[src/rtl/core/obn_pkg.sv]
`default_nettype none

package obn_pkg;

	// Default output fraction width; one is 1 << OUT_FRAC_BITS.
	localparam int OUT_FRAC_BITS_DEF = 16;

	// Fixed widths set by the input format.
	localparam int IN_W      = 32;
	localparam int MAG_W     = 32;
	localparam int HALF_W    = 32;
	localparam int SQ_W      = 64;
	localparam int DEN_W     = 128;
	localparam int NUM_LANES = 8;
	localparam int NUM_DENS  = 3;

	// Lane assignment of the eight magnitudes worked out per vector.
	localparam int LANE_A1X = 0;
	localparam int LANE_A1Y = 1;
	localparam int LANE_A1Z = 2;
	localparam int LANE_A2X = 3;
	localparam int LANE_A2Y = 4;
	localparam int LANE_A3Z = 5;
	localparam int LANE_A3X = 6;
	localparam int LANE_A3Y = 7;

	// Which squared length a lane divides by.
	typedef enum logic [1:0] {
		DEN_FULL,
		DEN_PLANE,
		DEN_PROD
	} den_kind_t;

	typedef struct packed {
		logic neg_x;
		logic neg_y;
		logic neg_z;
		logic pos_y;
		logic pos_z;
		logic zero_all;
		logic zero_xy;
	} obn_side_t;

	function automatic den_kind_t lane_den(input int lane);
		den_kind_t k;
		case (lane)
			LANE_A2X, LANE_A2Y: k = DEN_PLANE;
			LANE_A3X, LANE_A3Y: k = DEN_PROD;
			default:            k = DEN_FULL;
		endcase
		return k;
	endfunction

endpackage

`default_nettype wire

[src/rtl/core/obn_if.sv]
`default_nettype none


interface obn_frame_if import obn_pkg::*; #(
	parameter int OUT_FRAC_BITS = OUT_FRAC_BITS_DEF
) ();
	localparam int AW = OUT_FRAC_BITS + 2;

	logic                 valid;
	logic                 ready;
	logic signed [AW-1:0] axis_one_x;
	logic signed [AW-1:0] axis_one_y;
	logic signed [AW-1:0] axis_one_z;
	logic signed [AW-1:0] axis_two_x;
	logic signed [AW-1:0] axis_two_y;
	logic                 axis_two_z;
	logic signed [AW-1:0] axis_three_x;
	logic signed [AW-1:0] axis_three_y;
	logic signed [AW-1:0] axis_three_z;
	logic                 degenerate;

	modport source(output valid, axis_one_x, axis_one_y, axis_one_z, axis_two_x,
		axis_two_y, axis_two_z, axis_three_x, axis_three_y, axis_three_z, degenerate,
		input ready);
	modport sink(input valid, axis_one_x, axis_one_y, axis_one_z, axis_two_x,
		axis_two_y, axis_two_z, axis_three_x, axis_three_y, axis_three_z, degenerate,
		output ready);
endinterface

`default_nettype wire

[src/rtl/core/obn_post.sv]
`default_nettype none

module obn_post import obn_pkg::*; #(
	parameter int OUT_FRAC_BITS = OUT_FRAC_BITS_DEF
) (
	input  wire logic                   clk,
	input  wire logic                   arst_n,
	input  wire logic                   vld_in,
	output logic                        rdy_up,
	input  wire obn_side_t              side_in,
	input  wire logic [OUT_FRAC_BITS:0] q_in [NUM_LANES],
	obn_frame_if.source                 frame
);

	localparam int AW = OUT_FRAC_BITS + 2;
	localparam int QW = OUT_FRAC_BITS + 1;
	localparam logic [QW-1:0] ONE_Q = QW'(1) << OUT_FRAC_BITS;

	logic vld_q;
	logic signed [AW-1:0] a1x_q, a1y_q, a1z_q, a2x_q, a2y_q, a3x_q, a3y_q, a3z_q;
	logic deg_q;
	logic signed [AW-1:0] a1x_c, a1y_c, a1z_c, a2x_c, a2y_c, a3x_c, a3y_c, a3z_c;

	// Magnitude was rounded already; the sign goes on last.
	function automatic logic signed [AW-1:0] enc(input logic neg, input logic [QW-1:0] mag);
		logic [AW-1:0] m;
		m = AW'(mag);
		return neg ? (AW'(0) - m) : m;
	endfunction

	always_comb begin
		a1x_c = '0;
		a1y_c = '0;
		a1z_c = '0;
		a2x_c = '0;
		a2y_c = enc(1'b0, ONE_Q);
		a3x_c = '0;
		a3y_c = '0;
		a3z_c = '0;
		if (!side_in.zero_all) begin
			a1x_c = enc(side_in.neg_x, q_in[LANE_A1X]);
			a1y_c = enc(side_in.neg_y, q_in[LANE_A1Y]);
			a1z_c = enc(side_in.neg_z, q_in[LANE_A1Z]);
			if (side_in.zero_xy) begin
				a3x_c = enc(side_in.pos_z, ONE_Q);
			end else begin
				a2x_c = enc(side_in.pos_y, q_in[LANE_A2X]);
				a2y_c = enc(side_in.neg_x, q_in[LANE_A2Y]);
				a3x_c = enc(side_in.neg_x == side_in.neg_z, q_in[LANE_A3X]);
				a3y_c = enc(side_in.neg_y == side_in.neg_z, q_in[LANE_A3Y]);
				a3z_c = enc(1'b0, q_in[LANE_A3Z]);
			end
		end
	end

	assign rdy_up = ~vld_q | frame.ready;

	always_ff @(posedge clk or negedge arst_n) begin
		if (!arst_n) begin
			vld_q <= 1'b0;
		end else if (rdy_up) begin
			vld_q <= vld_in;
		end
	end

	always_ff @(posedge clk) begin
		if (rdy_up) begin
			a1x_q <= a1x_c;
			a1y_q <= a1y_c;
			a1z_q <= a1z_c;
			a2x_q <= a2x_c;
			a2y_q <= a2y_c;
			a3x_q <= a3x_c;
			a3y_q <= a3y_c;
			a3z_q <= a3z_c;
			deg_q <= side_in.zero_all;
		end
	end

	assign frame.valid        = vld_q;
	assign frame.axis_one_x   = a1x_q;
	assign frame.axis_one_y   = a1y_q;
	assign frame.axis_one_z   = a1z_q;
	assign frame.axis_two_x   = a2x_q;
	assign frame.axis_two_y   = a2y_q;
	assign frame.axis_two_z   = 1'b0;
	assign frame.axis_three_x = a3x_q;
	assign frame.axis_three_y = a3y_q;
	assign frame.axis_three_z = a3z_q;
	assign frame.degenerate   = deg_q;

endmodule

`default_nettype wire

[src/flat_wrapper.sv]
// flat-port wrapper written by rule: the top's interface ports become plain ports
module obn_post_flat import obn_pkg::*;
#(
	parameter int OUT_FRAC_BITS = OUT_FRAC_BITS_DEF
)
  (clk, arst_n, vld_in, rdy_up, side_in, q_in, frame_valid, frame_axis_one_x, frame_axis_one_y, frame_axis_one_z, frame_axis_two_x, frame_axis_two_y, frame_axis_two_z, frame_axis_three_x, frame_axis_three_y, frame_axis_three_z, frame_degenerate, frame_ready);
  obn_frame_if #(.OUT_FRAC_BITS(OUT_FRAC_BITS)) frame_i ();
  input  wire logic clk;
  input  wire logic arst_n;
  input  wire logic vld_in;
  output logic rdy_up;
  input  wire obn_side_t side_in;
  input  wire logic [OUT_FRAC_BITS:0] q_in[NUM_LANES];
  output wire logic [$bits(frame_i.valid)-1:0] frame_valid;
  output wire logic [$bits(frame_i.axis_one_x)-1:0] frame_axis_one_x;
  output wire logic [$bits(frame_i.axis_one_y)-1:0] frame_axis_one_y;
  output wire logic [$bits(frame_i.axis_one_z)-1:0] frame_axis_one_z;
  output wire logic [$bits(frame_i.axis_two_x)-1:0] frame_axis_two_x;
  output wire logic [$bits(frame_i.axis_two_y)-1:0] frame_axis_two_y;
  output wire logic [$bits(frame_i.axis_two_z)-1:0] frame_axis_two_z;
  output wire logic [$bits(frame_i.axis_three_x)-1:0] frame_axis_three_x;
  output wire logic [$bits(frame_i.axis_three_y)-1:0] frame_axis_three_y;
  output wire logic [$bits(frame_i.axis_three_z)-1:0] frame_axis_three_z;
  output wire logic [$bits(frame_i.degenerate)-1:0] frame_degenerate;
  input wire logic [$bits(frame_i.ready)-1:0] frame_ready;
  assign frame_valid = frame_i.valid;
  assign frame_axis_one_x = frame_i.axis_one_x;
  assign frame_axis_one_y = frame_i.axis_one_y;
  assign frame_axis_one_z = frame_i.axis_one_z;
  assign frame_axis_two_x = frame_i.axis_two_x;
  assign frame_axis_two_y = frame_i.axis_two_y;
  assign frame_axis_two_z = frame_i.axis_two_z;
  assign frame_axis_three_x = frame_i.axis_three_x;
  assign frame_axis_three_y = frame_i.axis_three_y;
  assign frame_axis_three_z = frame_i.axis_three_z;
  assign frame_degenerate = frame_i.degenerate;
  assign frame_i.ready = frame_ready;
  obn_post #(.OUT_FRAC_BITS(OUT_FRAC_BITS)) u_core (.clk(clk), .arst_n(arst_n), .vld_in(vld_in), .rdy_up(rdy_up), .side_in(side_in), .q_in(q_in), .frame(frame_i));
endmodule
[config.mk]
export PLATFORM = sky130hd
export DESIGN_NAME = obn_post_flat
export DESIGN_NICKNAME = d
export VERILOG_FILES = /design/src/rtl/core/obn_pkg.sv /design/src/rtl/core/obn_if.sv /design/src/rtl/core/obn_post.sv /design/src/flat_wrapper.sv
export SDC_FILE = /design/constraint.sdc
export NUM_CORES = 1
export LEC_CHECK = 0
export BUFFER_PORTS_ARGS = -buffer_cell sky130_fd_sc_hd__clkbuf_2
export CAP_MARGIN = 40
export CORE_MARGIN = 8
export CORE_UTILIZATION = 54
export CTS_CLUSTER_DIAMETER = 40
export DETAILED_ROUTE_END_ITERATION = 7
export HOLD_SLACK_MARGIN = 0.02
export PLACE_DENSITY = 0.87
export SYNTH_ARGS = -nofsm -noshare
export SYNTH_HDL_FRONTEND = slang
export SYNTH_SLANG_ARGS = --single-unit
[constraint.sdc]
create_clock -name clk -period 11.2 [get_ports clk]
set_input_delay 1.12 -clock clk [delete_from_list [all_inputs] [get_ports clk]]
set_output_delay 1.12 -clock clk [all_outputs]
set_load 0.05 [all_outputs]
==> results of run 1 <==
-- layer usage --
layer	track usage	vias to the layer above
li1	-	3233
met1	0.2596	3198
met2	0.4077	347
met3	0.08186	44
met4	0.1056	0
met5	0	-
-- area by class of cell --
| type | count | share of cell area |
|---|---|---|
| multi-input cells | 516 | 0.3283 |
| inverters | 21 | 0.007806 |
| repair buffers | 301 | 0.1517 |
| clock buffers | 19 | 0.04287 |
| well taps | 184 | 0.02280 |
| clock inverters | 13 | 0.01586 |
| flip-flops and latches | 145 | 0.4307 |
-- path summary, 6_finish.rpt --
check | to | startpoint | cells after the start
setup / recovery | rdy_up | frame_ready | 3
max in group asynchronous | u_core.frame.valid | arst_n | 1
hold / removal | u_core.frame.valid | arst_n | 1
setup reg to reg | u_core.frame.axis_one_z[12] | u_core.frame.valid | 2
min in group clk | u_core.frame.valid | vld_in | 2
hold reg to reg | u_core.frame.valid | u_core.frame.valid | 2
-- flip-flops by register name, summed over array words and instances, names as in the netlist --
signal,count
u_core.frame.axis_one_x,18
u_core.frame.axis_one_z,18
u_core.frame.axis_two_y,18
u_core.frame.degenerate,1
u_core.frame.axis_two_x,18
u_core.frame.axis_three_z,17
u_core.frame.axis_three_y,18
u_core.frame.axis_three_x,18
u_core.frame.axis_one_y,18
u_core.frame.valid,1
-- critical path: stages --
cell      delay (ns)
clkbuf_2        0.08
nand2b_4        0.51
clkbuf_2        0.40
-- synthesized netlist by cell type (2+ instances only) --
cell type,n
or2_2,8
buf_2,3
mux2_2,8
o31a_1,2
buf_1,9
or3_1,33
a31oi_1,11
nor4_1,11
buf_4,2
ha_1,7
o21ai_0,25
a21boi_0,3
inv_1,21
a41oi_1,6
nand2_1,19
or4_1,11
nor3_1,24
or4b_2,2
o41ai_1,21
o41ai_2,2
o211ai_1,3
a21oi_1,23
xnor2_1,28
and2_1,17
nor2b_1,12
nand4_1,5
edfxtp_1,144
nor4b_1,5
mux2i_1,12
nand3_1,4
clkbuf_1,29
nor3b_1,2
xor2_1,52
nand2b_1,7
o31ai_1,23
nand3b_1,3
nor2_1,117
-- power by group through the flow --
stage	Sequential (W)	Clock, W	Combinational, W
2_1_floorplan	0.000853	0	0.000106
3_5_place_dp	0.000680	0	0.000391
4_1_cts	0.000669	0.000582	0.000393
3_3_place_gp	0.000678	0	0.000383
5_1_grt	0.000673	0.000606	0.000415
6_report	0.000669	0.000575	0.000391
-- layout by cell type, fill, tap and decap left out, drive strengths merged, types with 12 or more instances in the layout --
master and instances:
clkbuf 311, edfxtp 144, nor2 117, xor2 52
or3 33, xnor2 28, o21ai 25, nor3 24
o31ai 23, a21oi 23, o41ai 23, inv 23
nand2 19, and2 17, mux2i 12, nor2b 12
or4 12
-- per-stage QoR --
step / hold slack [ns] / setup WS, ns
after detailed placement: 0.8969 / 7.939
after global routing: 0.4450 / 7.875
after CTS: 0.4463 / 7.939
final: 0.4616 / 7.958
after floorplan: 0.8244 / 5.124
after global placement: 0.8950 / 7.916
-- kinds of logic after synthesis --
kind of cell / after synthesis
adders and majority gates: 7
and+or+nand+nor: 284
xor gates and xnor gates: 80
DFF: 145
muxes: 21
buffers and inverters: 64
AOI/OAI and AO/OA: 122
other: 1
==> impl_metrics.csv, run 1 <==
group,metric,value,unit
yosys,synth_edf_count,144,
drt,routed.top_layer,"met4",
yosys,synth_area,7903,µm²
die,core_area,14420,µm²
pwr,p_per_area,161.8,nW/µm²
clock_network,cts_tree,"done",
yosys,synth_xor_area_frac,0.08866,
global_routing,grt_max_degree,71,
run,maxCapViolations,0,
critical_path,start_kind,"input port",
clock_network,h-tree-depth,4,
critical_path,worstSetupPathType,"input port to primary output",
clock_network,insertion_delay,0.42,ns
sta,rsz0062_at_grt,"false",
clock_network,postCtsSetupBuffers,0,
clock_network,cts_root_buf,"clkbuf_16",
yosys,synth-main-ff-cell,"edfxtp_1",
yosys,netlist_instances,724,
global_routing,antenna_found_initial,0,
yosys,postSynthAreaPerCell,10.92,µm²
clock_network,cts-buffers-inserted,17,
drt,via_per_inst,5.690,
pwr,p_clk_frac,0.352,
die,start_util,0.5479,
drt,wl_met2,11470,µm
pwr,power,0.001634,W
pwr,p_sw_frac,0.3258,
sta,slew_headroom,0.4115,
sta,setup_viol,0,
yosys,ys_top_cells_by_area,"edfxtp_1 55%, xor2_1 5.8%, nor2_1 5.6%, xnor2_1 3.1%, or3_1 2.6%",
clock_network,cts_sinks,145,
clock_network,cts_hold_buffers,0,
clock_network,clockBufferDepth,2,
drt,drt_first_pass_iters,5,
sta,clock.fmax,0.3084,GHz
pwr,p_leak,4.327,nW
sta,setup_tns,0,ns
final_layout,n_antenna_cell,0,
critical_path,r2r_setup_slack,9.19,ns
run_status,run_status,"completed",
yosys,yosysTopAreaCellShare,0.5472,
yosys,synth_fa_ha_area_frac,0.01108,
critical_path,critPathMaxFanout,47,
yosys,synth_top_family_by_area,"simple AND/OR/NAND/NOR gates",
die,chipHeight,137.0,µm
die,std_cell_rows,44,
pwr,p_int,0.001102,W
yosys,synth-simple-area-share,0.1835,
final_layout,seqCellArea,4349,µm²
die,dieWidth,137.0,µm
critical_path,end_kind,"primary output",
yosys,synth_warnings,0,
yosys,synth_compound_area_frac,0.1061,
final_layout,finalNetCount,1156,
final_layout,fillers,1043,
final_layout,multi_input_area,3316,µm²
die,dieArea,18760,µm²
pwr,seq_power_share,0.409,
yosys,ys_seq_area_frac,0.5503,
clock_network,path_clk_slew,0.06,ns
sta,slew_viol_final,0,
critical_path,worstPathArrival,2.12,ns
sta,worst_pin_slew,0.8759,ns
place,place_hpwl,17040,µm
sta,hold_viol_final,0,
global_routing,grt_pass1_wl,34750,µm
place,place_inst,1167,
place,routabilityCongestion,0.9364,
final_layout,synthToLayoutAreaGrowth,27.79,%
yosys,synthArstFlopShare,0.006897,
pwr,combPwrFrac,0.239,
global_routing,grt_usage,0.2371,
critical_path,cp.required,10.08,ns
global_routing,grt_pass1_vias,6899,
place,io_buffer_count,292,
pwr,switching_power,0.0005324,W
hold_path,hp-class,"input port to asynchronous set/reset pin",
drt,drc,0,
global_routing,grt.overflow.total,0,
drt,wl_per_cell,18.77,µm
drt,wl_met3,2541,µm
final_layout,final_cells,1199,
drt,antenna_left,0,
die,io_pins,295,
yosys,yosysTopAreaCell,"edfxtp_1",
drt,wl_met1,7963,µm
yosys,ys_ff_latch,145,
drt,vias,6822,
sta,layout_min_cycle_time,3.242,ns
drt,drt_iter0_drc,426,
final_layout,final_util,0.7001,
final_layout,finish.instance_area,10100,µm²
yosys,synth_cell_type_count,47,
place,post_dp_cell_area,9505,µm²
yosys,synthMuxAreaShare,0.02802,
drt,wl,22510,µm
final_layout,drive_above_1_share,0.3498,
sta,finalCritPeriodShare,0.2895,
sta,finalClockSkew,0.01268,ns
pwr,ir_drop,92.97,µV
clock_network,cts_resized,0,
Note: power is estimated with default switching activity, not from simulation.
==> inputs of run 2 (changes only) <==
--- a/config.mk
+++ b/config.mk
@@ -5,14 +5,15 @@
 export SDC_FILE = /design/constraint.sdc
 export NUM_CORES = 1
 export LEC_CHECK = 0
+export ABC_AREA = 1
 export BUFFER_PORTS_ARGS = -buffer_cell sky130_fd_sc_hd__clkbuf_2
 export CAP_MARGIN = 40
 export CORE_MARGIN = 8
-export CORE_UTILIZATION = 54
+export CORE_UTILIZATION = 46
 export CTS_CLUSTER_DIAMETER = 40
 export DETAILED_ROUTE_END_ITERATION = 7
 export HOLD_SLACK_MARGIN = 0.02
-export PLACE_DENSITY = 0.87
+export PLACE_DENSITY = 0.78
 export SYNTH_ARGS = -nofsm -noshare
 export SYNTH_HDL_FRONTEND = slang
 export SYNTH_SLANG_ARGS = --single-unit
==> constraint.sdc (replaced) <==
create_clock -name clk -period 2.86 [get_ports clk]
set_input_delay 0.286 -clock clk [delete_from_list [all_inputs] [get_ports clk]]
set_output_delay 0.286 -clock clk [all_outputs]
set_load 0.05 [all_outputs]
==> run 2 against run 1 <==
  * Sequential power increased to 3.9 times the previous value
  * Area after synthesis increased by 3.4%
  * Design area increased by 3.7%
  * Combinational power increased to 3.8 times the previous value
  * Largest cell class unchanged
  * Core utilization decreased by 9.7 points
  * Clock-buffer cell count decreased by 1
  * Sequential share of layout area decreased by 1.5 points
  * Routed wire length increased by 8.7%
  * Global-route usage decreased by 2.4 points
  * Critical path depth decreased by 1
  * Flip-flop and latch count unchanged
==> impl_metrics.csv, run 2 <==
group,metric,value,unit
final_layout,drive_above_1_share,0.2885,
final_layout,synthToLayoutAreaGrowth,28.10,%
sta,layout_min_cycle_time,2.000,ns
die,core_area,17360,µm²
yosys,yosysTopAreaCell,"edfxtp_1",
yosys,synth_warnings,0,
yosys,yosysTopAreaCellShare,0.5292,
final_layout,finalNetCount,1413,
sta,worst_slack,0.8598,ns
die,std_cell_rows,48,
yosys,synth_cell_type_count,39,
pwr,ir_drop,412.7,µV
final_layout,multi_input_area,3100,µm²
yosys,synth-simple-area-share,0.2476,
yosys,ys_top_cells_by_area,"edfxtp_1 53%, nor2_1 7.9%, nand2_1 6.4%, inv_1 6.2%, a21oi_1 5.3%",
drt,wl_per_cell,16.33,µm
global_routing,grt_pass1_vias,7513,
drt,antenna_left,0,
critical_path,worstSetupPathType,"flop to primary output",
final_layout,mostFrequentLayoutCells,"292 x clkbuf_2, 172 x nor2_1, 144 x edfxtp_1, 138 x nand2_1, 136 x inv_1",
final_layout,layout_commonest_cell,"clkbuf_2",
sta,setup_viol,0,
clock_network,postCtsSetupBuffers,0,
yosys,synthMostInstantiatedCell,"nor2_1",
clock_network,insertion_delay,0.42,ns
sta,clock.fmax,0.4999,GHz
pwr,p_per_area,629.8,nW/µm²
clock_network,cts_tree,"done",
run,maxCapViolations,0,
yosys,netlist_instances,970,
sta,setup_tns,0,ns
sta,rsz0062_at_grt,"false",
drt,drt_first_pass_iters,5,
critical_path,worstPathArrival,1.71,ns
sta,finalCritPeriodShare,0.6994,
yosys,synthArstFlopShare,0.006897,
place,place_hpwl,18820,µm
clock_network,h-tree-depth,4,
global_routing,grt_max_degree,71,
global_routing,grt_pass1_wl,37310,µm
sta,holdWs,0.05364,ns
run_status,run_status,"completed",
global_routing,grt.overflow.total,0,
critical_path,cp.required,2.57,ns
critical_path,end_kind,"primary output",
die,start_util,0.4708,
drt,drc,0,
place,routabilityCongestion,0.9081,
global_routing,antenna_found_initial,1,
die,dieArea,22280,µm²
yosys,synth_fa_ha_area_frac,0.01072,
final_layout,fillers,1544,
sta,slew_headroom,0.6199,
yosys,synthMuxAreaShare,0,
place,io_buffer_count,292,
drt,via_per_inst,5.215,
critical_path,critPathMaxFanout,70,
clock_network,cts_root_buf,"clkbuf_16",
sta,hold_viol_final,0,
yosys,synth_area,8172,µm²
sta,worst_pin_slew,0.5686,ns
critical_path,start_kind,"flop",
die,io_pins,295,
die,chipHeight,149.3,µm
place,dp_slack,0.9746,ns
yosys,yosys-top-cells-count,"172 x nor2_1, 144 x edfxtp_1, 139 x nand2_1, 136 x inv_1, 86 x a21oi_1",
yosys,synth_xor_area_frac,0,
yosys,synth-main-ff-cell,"edfxtp_1",
die,dieWidth,149.3,µm
global_routing,grt_usage,0.2128,
drt,vias,7812,
clock_network,clockBufferDepth,2,
place,place_inst,1464,
pwr,p_leak,5.124,nW
clock_network,cts_sinks,145,
hold_path,hp-class,"input port to flop",
clock_network,path_clk_slew,0.06,ns
sta,finalClockSkew,0.005568,ns
yosys,ys_ff_latch,145,
yosys,postSynthAreaPerCell,8.424,µm²
yosys,synth_compound_area_frac,0.1182,
clock_network,cts-buffers-inserted,17,
final_layout,seqCellArea,4349,µm²
yosys,ys_seq_area_frac,0.5322,
sta,slew_viol_final,0,
yosys,synth_edf_count,144,
final_layout,final_cells,1498,
drt,wl,24460,µm
yosys,synth_top_family_by_area,"simple AND/OR/NAND/NOR gates",
drt,drt_iter0_drc,440,
-- run 2: cells by family (layout without fill, tap and decap cells) --
family / count (synthesis) / count (layout)
simple gates: 462 / 462
fa+ha+maj: 7 / 7
compound gates: 183 / 183
buf+inv: 172 / 473
flops: 145 / 145
other cells: 1 / 3
-- run 2: path summary, 6_finish.rpt --
check / start / to / slack [ns] / cells past startpoint
worst max-delay path: u_core.frame.valid / rdy_up / 0.86 / 2
worst min-delay path: vld_in / u_core.frame.valid / 0.05 / 3
worst max register to register: u_core.frame.valid / u_core.frame.axis_three_x[2] / 1.23 / 2
worst min register to register: u_core.frame.valid / u_core.frame.axis_three_x[0] / 1.10 / 1
max in group asynchronous: arst_n / u_core.frame.valid / 2.60 / 2
min in group asynchronous: arst_n / u_core.frame.valid / 0.17 / 2
-- run 2: per-layer routing --
metal / up-vias / wire, µm / track usage
met1: 3530 / 9168 / 0.2388
met3: 46 / 2918 / 0.08404
met5: - / 0 / 0
li1: 3838 / - / -
met2: 398 / 11720 / 0.3588
met4: 0 / 659 / 0.07925
-- run 2: final cells by class --
cell class,instances,area share
clock inverter,14,0.02175
inverter,142,0.05236
antenna,1,0.0002391
clock buffer,18,0.04100
timing repair buffer,299,0.1461
tap,225,0.02689
multi-input combinational,654,0.2962
sequential,145,0.4155
-- run 2: where the power goes --
group          internal, W  switching [W]  leakage [nW]
sequential         0.00255      0.0000617          1.54
clock              0.00157       0.000937         0.310
combinational     0.000332        0.00114          3.27
-- run 2: worst max-delay path, stage by stage, from the launching register on --
cell and delay [ns]:
dfrtp_1 0.44, nand2_8 0.46, clkbuf_2 0.38
-- run 2: stage by stage --
stage	utilization	area (µm²)	total power, W
finish	0.6031	10470	0.006592
global route	0.6031	10470	0.006829
CTS	0.6029	10470	0.006638
detailed placement	0.5645	9798	0.004134
global placement	0.5645	9798	0.004112
floorplan	-	8183	0.003707
-- run 2: what timing repair did --
item,CTS,global route
endpoints found under the hold margin,1,0
resized for setup,0,0
hold buffers,1,0
==> inputs of run 3 (changes only) <==
--- a/config.mk
+++ b/config.mk
@@ -9,11 +9,11 @@
 export BUFFER_PORTS_ARGS = -buffer_cell sky130_fd_sc_hd__clkbuf_2
 export CAP_MARGIN = 40
 export CORE_MARGIN = 8
-export CORE_UTILIZATION = 46
+export CORE_UTILIZATION = 51
 export CTS_CLUSTER_DIAMETER = 40
 export DETAILED_ROUTE_END_ITERATION = 7
 export HOLD_SLACK_MARGIN = 0.02
-export PLACE_DENSITY = 0.78
+export PLACE_DENSITY = 0.82
 export SYNTH_ARGS = -nofsm -noshare
 export SYNTH_HDL_FRONTEND = slang
 export SYNTH_SLANG_ARGS = --single-unit
==> constraint.sdc (replaced) <==
create_clock -name clk -period 2 [get_ports clk]
set_input_delay 0.2 -clock clk [delete_from_list [all_inputs] [get_ports clk]]
set_output_delay 0.2 -clock clk [all_outputs]
set_load 0.05 [all_outputs]
==> run 3 against run 2 <==
  * Worst setup slack got worse by 0.64 ns
  * Global-route usage is 2.4 points higher
  * Clock power rose by 43%
  * Sequential power up 43%
  * Total power up 43%
  * Non-clock buffer count increased by 8
  * Hold slack improved by 0.039 ns
  * Critical path type unchanged
  * Largest cell class unchanged
==> impl_metrics.csv, run 3 (synthesized netlist as in run 2, its figures left out) <==
group,metric,value,unit
sta,worst_slack,0.2167,ns
clock_network,path_clk_slew,0.06,ns
clock_network,cts_tree,"done",
clock_network,cts_root_buf,"clkbuf_16",
final_layout,n_antenna_cell,0,
run_status,run_status,"completed",
hold_path,hp-start,"q_in[44]",
hold_path,whs_path_depth,3,
final_layout,seqCellArea,4349,µm²
final_layout,final_util,0.6692,
sta,hold_viol_final,0,
pwr,p_leak,5.179,nW
critical_path,end_kind,"primary output",
die,chipHeight,142.6,µm
critical_path,cp_num_buf_inv,1,
die,io_pins,295,
hold_path,min_to,"u_core.frame.axis_three_z[10]",
sta,finalCritPeriodShare,0.8917,
final_layout,multi_input_area,3100,µm²
pwr,ir_drop,540.3,µV
clock_network,cts_sinks,145,
drt,via_per_inst,5.231,
die,dieWidth,142.6,µm
drt,drc,0,
critical_path,start_kind,"flop",
critical_path,r2r_setup_slack,0.58,ns
global_routing,grt_max_degree,51,
critical_path,worstSetupPathType,"flop to primary output",
die,core_area,15770,µm²
critical_path,critPathMaxFanout,50,
drt,drt_iter0_drc,532,
place,place_hpwl,18770,µm
clock_network,h-tree-depth,4,
clock_network,cts-buffers-inserted,17,
sta,rsz0062_at_grt,"false",
clock_network,insertion_delay,0.41,ns
drt,antenna_left,0,
final_layout,finish.instance_area,10550,µm²
drt,vias,7825,
critical_path,slowest_stage,"dfrtp_1",
place,routabilityCongestion,0.9213,
final_layout,finalNetCount,1421,
place,place_inst,1462,
die,dieArea,20330,µm²
sta,worst_pin_slew,0.5146,ns
sta,slew_viol_final,0,
final_layout,fillers,1341,
final_layout,drive_above_1_share,0.2930,
global_routing,antenna_found_initial,0,
sta,slew_headroom,0.6565,
global_routing,grt_usage,0.2367,
final_layout,mostFrequentLayoutCells,"292 x clkbuf_2, 172 x nor2_1, 144 x edfxtp_1, 138 x nand2_1, 136 x inv_1",
drt,wl_per_cell,16.24,µm
sta,clock.fmax,0.5608,GHz
clock_network,cts_resized,0,
place,io_buffer_count,292,
final_layout,final_cells,1496,
sta,finalClockSkew,0.007690,ns
critical_path,crit_chain,"nand2_8 -> clkbuf_2",
drt,drt_first_pass_iters,6,
final_layout,synthToLayoutAreaGrowth,29.14,%
final_layout,layout_commonest_cell,"clkbuf_2",
place,post_dp_cell_area,9864,µm²
die,std_cell_rows,46,
critical_path,worstPathArrival,1.58,ns
global_routing,grt_pass1_vias,7473,
critical_path,cpLargestDelayFamily,"flip-flops",
clock_network,clockBufferDepth,2,
critical_path,cp.required,1.80,ns
sta,setup_tns,0,ns
global_routing,grt_pass1_wl,37870,µm
global_routing,grt.overflow.total,0,
place,dp_slack,0.3864,ns
die,start_util,0.5182,
drt,wl,24300,µm
critical_path,r2r_cells,2,
hold_path,hp-class,"input port to flop",
run,maxCapViolations,0,
sta,setup_viol,0,
critical_path,r2r_end,"u_core.frame.axis_one_x[14]",
pwr,p_per_area,895.4,nW/µm²
critical_path,cp_slowest_stage_delay,0.43,ns
sta,layout_min_cycle_time,1.783,ns
critical_path,rr_startpoint,"u_core.frame.valid",
-- run 3: layout make-up --
| type | count | area share |
|---|---|---|
| sequential | 145 | 0.4121 |
| multi-input combinational | 654 | 0.2938 |
| timing repair buffer | 307 | 0.1532 |
| inverter | 142 | 0.05193 |
| clock buffer | 18 | 0.04162 |
| tap | 216 | 0.02561 |
| clock inverter | 14 | 0.02170 |
-- run 3: timing repair --
action	in CTS	in global routing
buffers inserted	0	0
hold buffers	2	0
endpoints found under the hold margin	2	0
-- run 3: worst max-delay path by stage --
stage / slack [ns] / to / from / cells after the start
final: 0.22 / rdy_up / u_core.frame.valid / 2
after global routing: 0.14 / rdy_up / u_core.frame.valid / 2
after CTS: 0.17 / rdy_up / u_core.frame.valid / 2
after detailed placement: 0.39 / u_core.frame.axis_three_y[16] / side_in[5] / 8
after global placement: 0.43 / u_core.frame.axis_three_y[12] / side_in[5] / 8
after floorplan: 0.22 / u_core.frame.axis_one_x[0] / u_core.frame.valid / 1
-- run 3: metrics by stage --
step	hold slack (ns)	power [W]
floorplan	-0.09559	0.005300
finish	0.09270	0.009449
detailed placement	-0.02400	0.005920
global placement	-0.02534	0.005886
global route	0.07628	0.009783
CTS	0.07343	0.009505
-- run 3: report_power, final --
| group | internal, W | switching, W |
|---|---|---|
| logic | 0.000493 | 0.00164 |
| clock network | 0.00227 | 0.00132 |
| registers | 0.00364 | 0.0000849 |
-- run 3: per-layer routing --
metal  up-vias  global-route usage  wire, µm
met5         -                   0         0
met4         0             0.08837       525
met3        37             0.08386      3031
met2       406              0.4076     11820
met1      3541              0.2640      8916
li1       3841                   -         -
-- run 3: worst reg2reg max path, stage by stage, from the launching register on --
cell and delay, ns:
dfrtp_1 0.43, nand2_8 0.35, buf_12 0.29
